## config.mk

```make
export PLATFORM = sky130hd
export DESIGN_NAME = qs3d_front
export DESIGN_NICKNAME = d
export VERILOG_FILES = /design/src/rtl/quaternion_smallest_three_decompress_core_assert.svh /design/src/rtl/qs3d_pkg.sv /design/src/rtl/qs3d_front.sv
export SDC_FILE = /design/constraint.sdc
export NUM_CORES = 1
export LEC_CHECK = 0
export CELL_PAD_IN_SITES_DETAIL_PLACEMENT = 0
export CELL_PAD_IN_SITES_GLOBAL_PLACEMENT = 1
export CORE_MARGIN = 2
export CORE_UTILIZATION = 50
export CTS_CLUSTER_DIAMETER = 100
export DETAILED_ROUTE_END_ITERATION = 7
export DONT_BUFFER_PORTS = 1
export PLACE_DENSITY_LB_ADDON = 0.1
export SETUP_SLACK_MARGIN = 0.15
export SKIP_CTS_REPAIR_TIMING = 1
export SYNTH_ARGS = -nofsm -noshare
export SYNTH_HDL_FRONTEND = slang
export SYNTH_SLANG_ARGS = --single-unit
export TNS_END_PERCENT = 10
```

## constraint.sdc

```tcl
create_clock -name clk -period 11.63 [get_ports clk]
set_input_delay 1.163 -clock clk [delete_from_list [all_inputs] [get_ports clk]]
set_output_delay 1.163 -clock clk [all_outputs]
set_load 0.01 [all_outputs]
```

## src/rtl/quaternion_smallest_three_decompress_core_assert.svh

```systemverilog
// Assertion macros for the smallest-three quaternion decompressor.
// Used by the top level only; expects clk and rst_n in the enclosing scope.
`ifndef QUATERNION_SMALLEST_THREE_DECOMPRESS_CORE_ASSERT_SVH
`define QUATERNION_SMALLEST_THREE_DECOMPRESS_CORE_ASSERT_SVH
`ifndef SYNTHESIS
// Same-cycle implication, checked at every rising edge out of reset.
`define QS3D_ASSERT(label, ante, cons, msg) \
    label: assert property (@(posedge clk) disable iff (!rst_n) (ante) |-> (cons)) \
        else $error(msg);
// Next-cycle implication, checked at every rising edge out of reset.
`define QS3D_ASSERT_NEXT(label, ante, cons, msg) \
    label: assert property (@(posedge clk) disable iff (!rst_n) (ante) |=> (cons)) \
        else $error(msg);
`else
`define QS3D_ASSERT(label, ante, cons, msg)
`define QS3D_ASSERT_NEXT(label, ante, cons, msg)
`endif
`endif

```

## src/rtl/qs3d_pkg.sv

```systemverilog
// Shared constants, types and elaboration helpers for the quaternion decompressor.
// No dependencies.
`timescale 1ns / 1ps

package qs3d_pkg;

    localparam int WORD_W            = 32;
    localparam int IDX_W             = 2;
    localparam int IDX_SHIFT         = 30;
    localparam int NUM_COMPS         = 4;
    localparam int NUM_SMALL         = 3;
    localparam int COMP_W            = 16;
    localparam int COMP_MAX          = 32767;
    localparam int COMP_MIN          = -32768;
    localparam int MAG_BITS_DEF      = 9;
    localparam int OUT_FRAC_BITS_DEF = 14;
    localparam int QUEUE_DEPTH       = 4;

    typedef logic [IDX_W-1:0] comp_idx_t;

    // Squared norm of a unit quaternion in magnitude units: 2 * (2^mag_bits - 1)^2.
    function automatic int norm_den(input int mag_bits);
        int mag_max;
        mag_max = (1 << mag_bits) - 1;
        return 2 * mag_max * mag_max;
    endfunction

    // Width that holds any root operand (a square, or the norm minus the sum of squares).
    function automatic int num_width(input int mag_bits);
        return 2 * mag_bits + 1;
    endfunction

endpackage

```

## src/rtl/qs3d_front.sv

```systemverilog
// Front end: accepts a packed word, unpacks the three small components,
// squares them and forms the four root operands. Depends on qs3d_pkg.
`timescale 1ns / 1ps

module qs3d_front
    import qs3d_pkg::*;
#(
    parameter int MAG_BITS = MAG_BITS_DEF
)
(
    input  logic                                        clk,
    input  logic                                        rst_n,
    input  logic                                        word_valid,
    output logic                                        word_stall,
    input  logic [WORD_W-1:0]                           packed_word,
    output logic                                        q_wr,
    output logic [NUM_COMPS*(num_width(MAG_BITS)+1):0]  q_data,
    input  logic                                        q_full
);

    localparam int FLD_W = MAG_BITS + 1;
    localparam int NUM_W = num_width(MAG_BITS);
    localparam int SQ_W  = 2 * MAG_BITS;
    localparam int SUM_W = SQ_W + 2;
    localparam int DEN   = norm_den(MAG_BITS);
    localparam int EXT_W = WORD_W + FLD_W;

    logic [EXT_W-1:0]     word_ext;
    comp_idx_t            big_idx;
    logic [FLD_W-1:0]     fld [NUM_SMALL];
    logic [SQ_W-1:0]      sq_next [NUM_COMPS];
    logic [NUM_COMPS-1:0] neg_next;
    logic                 advance;

    logic                 vld_reg;
    logic [SQ_W-1:0]      sq_reg [NUM_COMPS];
    logic [NUM_COMPS-1:0] neg_reg;
    comp_idx_t            big_reg;

    logic [SUM_W-1:0]     ssum;
    logic                 ovf;
    logic [NUM_W-1:0]     num_big;
    logic [NUM_W-1:0]     num [NUM_COMPS];

    // Bits above the word read as zero when the fields run past bit 31.
    assign word_ext = {{FLD_W{1'b0}}, packed_word};
    assign big_idx  = packed_word[IDX_SHIFT +: IDX_W];

    always_comb
    begin
        for (int j = 0; j < NUM_SMALL; j++)
        begin
            fld[j] = word_ext[j*FLD_W +: FLD_W];
        end
    end

    // Fields are packed from the low end for components 3 down to 0,
    // skipping the largest one.
    always_comb
    begin : p_unpack
        comp_idx_t        slot;
        logic [FLD_W-1:0] sel;
        for (int i = 0; i < NUM_COMPS; i++)
        begin
            slot = comp_idx_t'(NUM_COMPS - 1 - i) - comp_idx_t'(big_idx > comp_idx_t'(i));
            case (slot)
                comp_idx_t'(0): sel = fld[0];
                comp_idx_t'(1): sel = fld[1];
                comp_idx_t'(2): sel = fld[2];
                default:        sel = '0;
            endcase
            if (comp_idx_t'(i) == big_idx)
            begin
                sel = '0;
            end
            neg_next[i] = sel[MAG_BITS];
            sq_next[i]  = SQ_W'(sel[MAG_BITS-1:0]) * SQ_W'(sel[MAG_BITS-1:0]);
        end
    end

    assign advance    = !vld_reg || !q_full;
    assign word_stall = vld_reg && q_full;
    assign q_wr       = vld_reg && !q_full;

    always_ff @(posedge clk or negedge rst_n)
    begin
        if (!rst_n)
        begin
            vld_reg <= 1'b0;
        end
        else if (advance)
        begin
            vld_reg <= word_valid;
        end
    end

    always_ff @(posedge clk)
    begin
        if (advance)
        begin
            sq_reg  <= sq_next;
            neg_reg <= neg_next;
            big_reg <= big_idx;
        end
    end

    // The largest component's square is zero, so summing all four is safe.
    always_comb
    begin
        ssum = '0;
        for (int i = 0; i < NUM_COMPS; i++)
        begin
            ssum = ssum + SUM_W'(sq_reg[i]);
        end
        ovf     = ssum > SUM_W'(DEN);
        num_big = ovf ? '0 : NUM_W'(SUM_W'(DEN) - ssum);
        for (int i = 0; i < NUM_COMPS; i++)
        begin
            num[i] = (comp_idx_t'(i) == big_reg) ? num_big : NUM_W'(sq_reg[i]);
        end
    end

    always_comb
    begin
        for (int i = 0; i < NUM_COMPS; i++)
        begin
            q_data[i*NUM_W +: NUM_W] = num[i];
        end
        q_data[NUM_COMPS*NUM_W +: NUM_COMPS] = neg_reg;
        q_data[NUM_COMPS*(NUM_W+1)]          = ovf;
    end

endmodule

```

==> flow_metrics.tcl <==
set metrics [dict create \
    path_max_fanout 28 \
    grt-ovfl-total 0 \
    grtUsageMet3_pct 4.827 \
    ys.flop_type "edfxtp_1" \
    busiest_layer "met2" \
    hpwl_mm 30.46 \
    cts_made_buffers 9 \
    synthTopCellsByArea "fa_1, edfxtp_1, ha_1, inv_1, xnor2_1" \
    fp-row-count 60 \
    r2r-start "vld_reg" \
    tightest_slew_ps 990.8 \
    cts_buffer_depth 2 \
    largest_reg_flops 68 \
    syn_area_per_cell_um2 8.748 \
    setup_viol 0 \
    start_util_pct 50.91 \
    max_clock_freq_ghz 0.1549 \
    ant_nets 0 \
    place_congestion 0.9190 \
    max_slew_margin_pct 33.95 \
    status "completed" \
    drive_gt1_share_pct 3.841 \
    synth-edff-count 74 \
    syn_area_um2 13680 \
    insertion_delay_ps 350 \
    first_pass_iters 5 \
    synth-seq-cells 75 \
    cts.clk_slew.worst_paths_ps 60 \
    wirelength_mm 36.23 \
    numPortBuffers 0 \
    yosysMostFrequentCell "inv_1" \
    dieArea_um2 28700 \
    required_ps 11720 \
    wl_per_cell_um 19.30 \
    rsz0062_at_grt "no" \
    fin_crit_sh_pct 55.49 \
    die_h_um 169.4 \
    yosys.area.top_type "fa_1" \
    synth_top_family_by_area "adder cells" \
    ys_warn_count 0 \
    root_buffer "clkbuf_16" \
    cap_violations 0 \
    drt-vias-per-instance 5.589 \
    cp_slowest_cell "a21oi_1" \
    r2r_slack_ps 10000 \
    synth_top_area_share_pct 25.31 \
    synth_cell_types 76 \
    grt_pass1_vias 11050 \
    dr_total_vias 10490 \
    grt_max_degree 77 \
    die_x_um 169.4 \
    final_cell_area_um2 14250 \
    grtUsageMet1_pct 34.31 \
    hold_path_class "in -> async" \
    gr-usage-met2_pct 46.60 \
    synth_fa_ha_area_share_pct 38.57 \
    dpl_cell_area_um2 13950 \
    critPathMaxStageDelay_ps 660 \
    track_usage_pct 26.61 \
    critPathKind "in -> reg" \
    antenna_found_initial 0 \
    async_reset_ff_share_pct 1.333 \
    finalNetCount 1885 \
    cp_cell_sequence "and2_1 > a21oi_1 > nor2_1 > fa_1 > fa_1 > ha_1 > inv_1 > fa_1 > inv_1 > ha_1 > a21o_1 > a21oi_1 > o21ai_0 > a211oi_1 > o31ai_1 > or4_1 > a41o_1 > a21oi_1 > xnor2_1" \
    syn_to_final_growth_pct 4.170 \
    r2r-end "sq_reg[46]" \
    synth-xor-area-share_pct 5.487 \
    synth_mux_area_share_pct 0.6493 \
    insertedDiodeCount 0 \
    synth_compound_area_share_pct 11.93 \
    yosysSeqAreaShare_pct 16.42 \
    drc 0 \
    synthCells 1564 \
    worst_ep_arrival_time_ps 6540 \
    hold_viol 0 \
    drv_slew 0 \
    cts_htree_levels 3 \
    drtIter0Drc 673 \
    synthSimpleGateAreaFrac_pct 15.84 \
    end_kind "flip-flop" \
    skew_ps 8.403 \
    fin_tns_setup_ps 0 \
    fin_util_pct 53.03 \
    grt_pass1_wl_mm 59.15 \
    cts_tree "built" \
    synthTopCellsByCount "inv_1, fa_1, ha_1" \
    r2r_cells 2 \
    startpoint_type "input pin" \
    io_pins 119 \
    min_period_ps 6454 \
    cts.sinks 75 \
    core_um2 26880 \
]
## worst max-delay path by stage
| stage | startpoint | to | slack [ps] | cells past startpoint |
|---|---|---|---|---|
| 2_1_floorplan | packed_word[31] | sq_reg[35] | 5080 | 21 |
| 3_3_place_gp | packed_word[31] | sq_reg[35] | 4940 | 19 |
| 3_5_place_dp | packed_word[31] | sq_reg[35] | 4900 | 19 |
| 4_1_cts | sq_reg[2] | q_data[72] | 5200 | 15 |
| 5_1_grt | packed_word[31] | sq_reg[35] | 4760 | 19 |
| 6_report | packed_word[31] | sq_reg[35] | 5180 | 19 |
## placed cells by master, fill, tap and decap left out, types with 20 or more instances in the layout
| master | count |
|---|---|
| a22o_1 | 20 |
| ha_1 | 145 |
| edfxtp_1 | 74 |
| o22ai_1 | 21 |
| o21ai_0 | 51 |
| nand2_1 | 105 |
| nor2_1 | 119 |
| a21oi_1 | 42 |
| xnor2_1 | 59 |
| inv_1 | 346 |
| fa_1 | 173 |
| and3_1 | 62 |
| xor2_1 | 23 |
| nand3_1 | 30 |
## through the flow
| step | std cells | hold slack [ps] | setup slack, ps |
|---|---|---|---|
| 2_1_floorplan | 1565 | 867.4 | 5082 |
| 3_3_place_gp | 1861 | 867.4 | 4936 |
| 3_5_place_dp | 1861 | 867.4 | 4898 |
| 4_1_cts | 1877 | 496.6 | 5198 |
| 5_1_grt | 1877 | 488.8 | 4761 |
| 6_report | 1877 | 511.2 | 5176 |
## critical path: cells and delay by family
kind	cells	cell delay, ps
AOI/OAI and AO/OA	8	2170
xor gates and xnor gates	1	90
and+or+nand+nor	3	830
buffers and inverters	2	110
adders and majority gates	5	2190
## area by class of cell
type / instances / area [um^2]
timing repair buffer: 6 / 45.04
clock inverter: 6 / 71.32
fill: 2560 / 12620
tap: 341 / 426.7
multi-input combinational: 1093 / 9935
clock buffer: 10 / 229.0
inverter: 346 / 1299
sequential: 75 / 2247
## layer usage
metal	part of all wire [%]	wire, um
met1	44	15770
met2	49	17610
met3	5.6	2018
met4	2.3	828
met5	0	0
## cells by family (layout without fill, tap and decap cells)
family,count (synthesis),count (layout)
muxes,8,8
adders and majority gates,318,318
AOI/OAI and AO/OA,242,242
DFF,75,75
other,2,3
buffers and inverters,397,368
and+or+nand+nor,438,438
xor gates and xnor gates,84,84
Power is left out: the tool's default activity adds up to more than one toggle a clock period on the data nets, which glitch-free logic cannot reach.
