[src/rtl/quaternion_smallest_three_decompress_core_assert.svh]
// Assertion macros for the smallest-three quaternion decompressor.
// Used by the top level only; expects clk and rst_n in the enclosing scope.
`ifndef QUATERNION_SMALLEST_THREE_DECOMPRESS_CORE_ASSERT_SVH
`define QUATERNION_SMALLEST_THREE_DECOMPRESS_CORE_ASSERT_SVH
`ifndef SYNTHESIS
// Same-cycle implication, checked at every rising edge out of reset.
`define QS3D_ASSERT(label, ante, cons, msg) \
    label: assert property (@(posedge clk) disable iff (!rst_n) (ante) |-> (cons)) \
        else $error(msg);
// Next-cycle implication, checked at every rising edge out of reset.
`define QS3D_ASSERT_NEXT(label, ante, cons, msg) \
    label: assert property (@(posedge clk) disable iff (!rst_n) (ante) |=> (cons)) \
        else $error(msg);
`else
`define QS3D_ASSERT(label, ante, cons, msg)
`define QS3D_ASSERT_NEXT(label, ante, cons, msg)
`endif
`endif

[src/rtl/qs3d_pkg.sv]
// Shared constants, types and elaboration helpers for the quaternion decompressor.
// No dependencies.
`timescale 1ns / 1ps

package qs3d_pkg;

    localparam int WORD_W            = 32;
    localparam int IDX_W             = 2;
    localparam int IDX_SHIFT         = 30;
    localparam int NUM_COMPS         = 4;
    localparam int NUM_SMALL         = 3;
    localparam int COMP_W            = 16;
    localparam int COMP_MAX          = 32767;
    localparam int COMP_MIN          = -32768;
    localparam int MAG_BITS_DEF      = 9;
    localparam int OUT_FRAC_BITS_DEF = 14;
    localparam int QUEUE_DEPTH       = 4;

    typedef logic [IDX_W-1:0] comp_idx_t;

    // Squared norm of a unit quaternion in magnitude units: 2 * (2^mag_bits - 1)^2.
    function automatic int norm_den(input int mag_bits);
        int mag_max;
        mag_max = (1 << mag_bits) - 1;
        return 2 * mag_max * mag_max;
    endfunction

    // Width that holds any root operand (a square, or the norm minus the sum of squares).
    function automatic int num_width(input int mag_bits);
        return 2 * mag_bits + 1;
    endfunction

endpackage

[src/rtl/qs3d_queue.sv]
// Small first-in first-out queue between the front end and the root pipeline.
// Depends on qs3d_pkg for the default depth.
`timescale 1ns / 1ps

module qs3d_queue
    import qs3d_pkg::*;
#(
    parameter int DATA_W = 8,
    parameter int DEPTH  = QUEUE_DEPTH
)
(
    input  logic              clk,
    input  logic              rst_n,
    input  logic              wr,
    input  logic [DATA_W-1:0] wr_data,
    output logic              full,
    input  logic              rd,
    output logic [DATA_W-1:0] rd_data,
    output logic              empty
);

    localparam int AW = $clog2(DEPTH);

    logic [DATA_W-1:0] mem_reg [DEPTH];
    logic [AW:0]       wr_ptr_reg;
    logic [AW:0]       rd_ptr_reg;

    assign empty   = wr_ptr_reg == rd_ptr_reg;
    assign full    = (wr_ptr_reg[AW] != rd_ptr_reg[AW]) &&
                     (wr_ptr_reg[AW-1:0] == rd_ptr_reg[AW-1:0]);
    assign rd_data = mem_reg[rd_ptr_reg[AW-1:0]];

    always_ff @(posedge clk or negedge rst_n)
    begin
        if (!rst_n)
        begin
            wr_ptr_reg <= '0;
            rd_ptr_reg <= '0;
        end
        else
        begin
            if (wr)
            begin
                wr_ptr_reg <= wr_ptr_reg + (AW+1)'(1);
            end
            if (rd)
            begin
                rd_ptr_reg <= rd_ptr_reg + (AW+1)'(1);
            end
        end
    end

    always_ff @(posedge clk)
    begin
        if (wr)
        begin
            mem_reg[wr_ptr_reg[AW-1:0]] <= wr_data;
        end
    end

endmodule

[config.mk]
export PLATFORM = sky130hd
export DESIGN_NAME = qs3d_queue
export DESIGN_NICKNAME = d
export VERILOG_FILES = /design/src/rtl/quaternion_smallest_three_decompress_core_assert.svh /design/src/rtl/qs3d_pkg.sv /design/src/rtl/qs3d_queue.sv
export SDC_FILE = /design/constraint.sdc
export NUM_CORES = 1
export LEC_CHECK = 0
export BUFFER_PORTS_ARGS = -buffer_cell sky130_fd_sc_hd__buf_2
export CAP_MARGIN = 20
export CORE_ASPECT_RATIO = 1.4
export CORE_MARGIN = 10
export CORE_UTILIZATION = 33
export DETAILED_ROUTE_END_ITERATION = 6
export GPL_ROUTABILITY_DRIVEN = 0
export GPL_TIMING_DRIVEN = 0
export PLACE_DENSITY = 0.54
export SYNTH_ARGS = -nofsm -noshare
export SYNTH_HDL_FRONTEND = slang
export SYNTH_SLANG_ARGS = --single-unit
[constraint.sdc]
create_clock -name clk -period 3.7 [get_ports clk]
set_input_delay 0.74 -clock clk [delete_from_list [all_inputs] [get_ports clk]]
set_output_delay 0.74 -clock clk [all_outputs]
set_load 0.1 [all_outputs]
==> impl_metrics.yaml, run 1 <==
clock_tree:
  clkTransAtPathRegs_ps: 70
  insertion_delay_ps: 280
  h-tree-depth: 2
  cts_setup_buffers: 0
  cts.repair.resized: 0
  root_buffer: "clkbuf_8"
  clockBufferDepth: 2
  cts_inserted_buffers: 5
  cts_tree: "done"
  cts_sinks: 38
  hold_buffers: 0
yosys:
  synth_edf_count: 32
  netlist_instances: 72
  synthesis.area_um2: 1500
  ys_types: 15
  synth_common_cells: "edfxtp_1, mux4_2, dfrtp_1"
  syn_avg_cell_area_um2: 20.8
  synth_seq_cells: 38
  yosysWarnings: 0
  synth_area_leaders: "edfxtp_1, mux4_2, dfrtp_1"
  syn_nets: 89
  synth_top_area_share_pct: 64.1
  synth_ff_type: "edfxtp_1"
  synth_seq_area_share_pct: 74.1
  synth_top_cell_by_area: "edfxtp_1"
  synth_most_common_cell: "edfxtp_1"
  async_flop_share_pct: 15.8
timing:
  hold_slack_ps: 262
  finalWorstSetupSlack_ps: 1220
  relSlewSlack_pct: 64.7
  worst_pin_slew_ps: 529
  rsz0062_at_grt: "false"
  finalHoldViolCount: 0
  drv_slew: 0
  finalSetupTns_ps: 0
  setup_violations: 0
  fin_crit_sh_pct: 67.0
  min_period_ps: 2480
  finalClockSkew_ps: 4.36
  fmax_mhz: 404
place:
  dp.cells: 155
  hpwl_um: 1800
  pre_cts_ws_ps: 1530
  portBuffers: 21
global_routing:
  overflow: 0
  grt_pass1_vias: 828
  grt_pass1_wl_um: 4200
  grt_max_degree: 13
  antenna_found_initial: 0
  grt_use_total_pct: 7.45
cells_and_area:
  area_growth_pct: 18.5
  largest_reg_flops: 32
  multi_input_area_um2: 365
  n_fill_cell: 419
  nets: 117
  stdcell_count: 163
  antennaDiodeCount: 0
  seqCellArea_um2: 1110
  drive_gt1_share_pct: 39.6
routing:
  drcViolationCount: 0
  drt_wl_total_um: 2580
  routed_via_density: 4.40
  vias: 717
  drtAntennaViolNets: 0
  drt_iter0_drc: 11
  post_drt_wl_per_cell_um: 15.8
  drtPass1Iterations: 3
die:
  die_y_um: 99.8
  start_util_pct: 33.6
  ioPinCount: 22
  num_rows: 29
  fp.dieW_um: 77.0
  core-area_um2: 4460
  fp.dieArea_um2: 7680
setup_path:
  critPathCaptureType: "output port"
  timing_worst_setup_path_type: "flop to output port"
  cp.arrival_ps: 1740
  cp-start-kind: "flop"
  crit_path_max_fanout: 10
  cp.required_ps: 2960
worst_hold_path:
  worstHoldPathType: "input port to asynchronous set/reset pin"
run:
  cap_viol_max_count: 0
run_status:
  outcome: "finished clean"
routing by layer:
layer	global-route usage (%)	part of all wire [%]	wire, µm	vias up
li1	-	-	-	332
met1	7.43	41	1060	362
met2	12.7	51	1320	17
met3	3.04	5.0	128	6
met4	4.65	2.6	68	0
met5	0	0	0	-
cell families after synthesis:
kind of cell | count (synthesis) | share of synthesized area [%]
XOR/XNOR | 7 | 4.09
buffers and inverters | 4 | 1.58
adder cells (fa/ha/maj) | 5 | 4.17
AND/OR/NAND/NOR | 8 | 3.00
multiplexers | 9 | 12.8
AO/OA/AOI/OAI | 1 | 0.333
flip-flops | 38 | 74.1
layout by cell type, fill, tap and decap left out:
cell	instances
buf_2	22
edfxtp_1	32
nor3b_1	1
o21ai_0	1
mux2_2	1
clkinv_2	1
inv_1	2
ha_1	5
xnor2_1	2
and2_1	4
dfrtp_1	6
mux4_2	8
xor2_1	5
nor3_1	1
clkinvlp_4	1
buf_6	1
nand2_1	2
clkbuf_8	6
per-stage QoR:
stage	area (µm²)	utilization (%)
2_1_floorplan	1500	-
3_3_place_gp	1680	37.7
3_5_place_dp	1680	37.7
4_1_cts	1780	39.8
5_1_grt	1780	39.8
6_report	1780	39.8
critical path: stages (launching register included):
cell     delay (ps)
dfrtp_1         380
buf_2           220
xor2_1          200
nor3b_1         200
buf_2           460
path summary, 6_finish.rpt:
kind / startpoint / endpoint / slack [ps] / cells past startpoint
max: rd_ptr_reg[1]$_DFFE_PN0P_ / empty / 1220 / 4
min: rst_n / rd_ptr_reg[2]$_DFFE_PN0P_ / 260 / 1
max reg2reg: wr_ptr_reg[0]$_DFFE_PN0P_ / mem_reg[2][2]$_DFFE_PP_ / 2230 / 3
min reg2reg: wr_ptr_reg[2]$_DFFE_PN0P_ / wr_ptr_reg[2]$_DFFE_PN0P_ / 500 / 1
max in group asynchronous: rst_n / wr_ptr_reg[0]$_DFFE_PN0P_ / 3300 / 1
min in group clk: wr_ptr_reg[2]$_DFFE_PN0P_ / wr_ptr_reg[2]$_DFFE_PN0P_ / 500 / 1
final cells by class:
| cell class | instances | share of cell area, % |
|---|---|---|
| flip-flops and latches | 38 | 62.5 |
| multi-input cells | 30 | 20.5 |
| inverters | 2 | 0.422 |
| clock inverters | 2 | 0.704 |
| plain buffers | 2 | 0.915 |
| clock buffers | 6 | 4.64 |
| repair buffers | 21 | 5.91 |
| well taps | 62 | 4.36 |
Power of run 1 is not shown: default switching activity piles up to over one toggle a cycle in this logic, so the estimate is an artifact.
==> inputs of run 2 (changes only) <==
- ABC_AREA: default -> 1
- clock period: 3.7 -> 2.4 ns (I/O delays scaled with it)
==> impl_metrics.yaml, run 2 <==
clock_tree:
  h-tree-depth: 2
  insertion_delay_ps: 290
  root_buffer: "clkbuf_8"
  cts_tree: "done"
  cts_setup_buffers: 0
  cts_inserted_buffers: 5
  clockBufferDepth: 2
  hold_buffers: 1
  cts_sinks: 38
  clkTransAtPathRegs_ps: 70
  cts.repair.resized: 0
setup_path:
  crit_path_max_fanout: 10
  cp.required_ps: 1920
  cp-start-kind: "flop"
  timing_worst_setup_path_type: "flop to output port"
  critPathCaptureType: "output port"
  cp.arrival_ps: 1670
timing:
  hold_slack_ps: 400
  rsz0062_at_grt: "false"
  fin_crit_sh_pct: 89.5
  setup_violations: 0
  finalClockSkew_ps: 4.27
  fmax_mhz: 466
  drv_slew: 0
  finalHoldViolCount: 0
  worst_pin_slew_ps: 497
  finalSetupTns_ps: 0
  relSlewSlack_pct: 67.1
  min_period_ps: 2150
yosys:
  yosysWarnings: 0
  synth_edf_count: 32
  synth_seq_area_share_pct: 67.2
  synth_top_cell_by_area: "edfxtp_1"
  synth-adder-area-share_pct: 3.79
  syn_nets: 152
  synthesis.area_um2: 1650
  synthMuxAreaShare_pct: 0
  syn_avg_cell_area_um2: 12.2
  synth_area_leaders: "edfxtp_1, dfrtp_1, nand2_1"
  yosys.area_share.simple_pct: 8.40
  async_flop_share_pct: 15.8
  synth_most_common_cell: "nand2_1"
  synth_top_area_share_pct: 58.1
  netlist_instances: 135
  synth_seq_cells: 38
  synth-compound-area-share_pct: 7.87
  synth_common_cells: "nand2_1, edfxtp_1, inv_1"
  synth_ff_type: "edfxtp_1"
  synth-xor-area-share_pct: 3.18
  ys_types: 13
  synth_top_family_by_area: "buffers and inverters"
routing:
  drt_wl_total_um: 3280
  routed_via_density: 4.40
  drtPass1Iterations: 4
  post_drt_wl_per_cell_um: 14.4
  vias: 1003
  drt_iter0_drc: 28
  drtAntennaViolNets: 0
  drcViolationCount: 0
die:
  start_util_pct: 34.1
  fp.dieW_um: 79.8
  core-area_um2: 4840
  fp.dieArea_um2: 8280
  num_rows: 30
  ioPinCount: 22
  die_y_um: 104
place:
  portBuffers: 20
  dp.cells: 219
  hpwl_um: 2280
run_status:
  outcome: "finished clean"
global_routing:
  grt_use_total_pct: 8.25
  grt_pass1_wl_um: 5140
  grt_max_degree: 13
  grt_pass1_vias: 1062
  antenna_found_initial: 0
  overflow: 0
cells_and_area:
  largest_reg_flops: 32
  stdcell_count: 228
  antennaDiodeCount: 0
  layout_commonest_cell: "nand2_1"
  nets: 180
  area_growth_pct: 19.5
  layout_common_cells: "nand2_1, edfxtp_1, inv_1, buf_2, o211ai_1"
  drive_gt1_share_pct: 20.7
  finish.utilization_pct: 40.8
worst_hold_path:
  worstHoldPathType: "input port to flop"
run:
  cap_viol_max_count: 0
run 2: changes by cell type after synthesis, moves of 2 or more:
cell	change
nand2_1	+33
inv_1	+22
o211ai_1	+16
mux4_2	-8
and2_1	-4
buf_6	+4
nor2_1	+2
xor2_1	-2
run 2: worst max-delay path, cell delays in order, from the launching register on:
cell,delay (ps)
dfrtp_1,400
buf_6,160
inv_4,130
nand2_1,70
nand2_1,50
nand2_1,60
nor2_1,80
buf_2,430
run 2: cell families (layout without fill, tap and decap cells):
family / count (synthesis) / in the layout
fa+ha+maj: 5 / 5
simple gates: 37 / 37
xor+xnor: 6 / 6
buf+inv: 31 / 60
compound gates: 18 / 18
flops: 38 / 38
run 2: cell type report:
type                    instances  area, µm²
clock buffers                   5       68.8
fillers                       450       2870
plain buffers                   6       61.3
multi-input cells              66        384
flip-flops and latches         38       1110
well taps                      64       80.1
clock inverters                 3       63.8
inverters                      25       96.3
repair buffers                 21        110
run 2: routing by layer:
| metal | GRT usage (%) | vias to the layer above | wire length (µm) |
|---|---|---|---|
| met1 | 7.99 | 477 | 1320 |
| met4 | 4.17 | 0 | 63 |
| met3 | 2.68 | 6 | 120 |
| li1 | - | 502 | - |
| met5 | 0 | - | 0 |
| met2 | 14.8 | 18 | 1780 |
run 2: worst paths after layout:
check | startpoint | endpoint | slack (ps) | cells after the start
worst max-delay path | rd_ptr_reg[1]$_DFFE_PN0P_ | full | 250 | 7
worst min-delay path | wr_data[4] | mem_reg[2][4]$_DFFE_PP_ | 400 | 1
worst max register to register | wr_ptr_reg[1]$_DFFE_PN0P_ | mem_reg[1][6]$_DFFE_PP_ | 1000 | 4
worst min register to register | wr_ptr_reg[2]$_DFFE_PN0P_ | wr_ptr_reg[2]$_DFFE_PN0P_ | 500 | 1
max in group asynchronous | rst_n | wr_ptr_reg[2]$_DFFE_PN0P_ | 1720 | 2
min in group asynchronous | rst_n | rd_ptr_reg[2]$_DFFE_PN0P_ | 540 | 2
run 2: stage by stage:
step | instance area (µm²) | worst slack [ps]
CTS | 1980 | 224
floorplan | 1650 | -72.8
global placement | 1830 | 563
finish | 1980 | 252
detailed placement | 1830 | 547
global route | 1980 | 177
Power of run 2 is left out for the same reason.
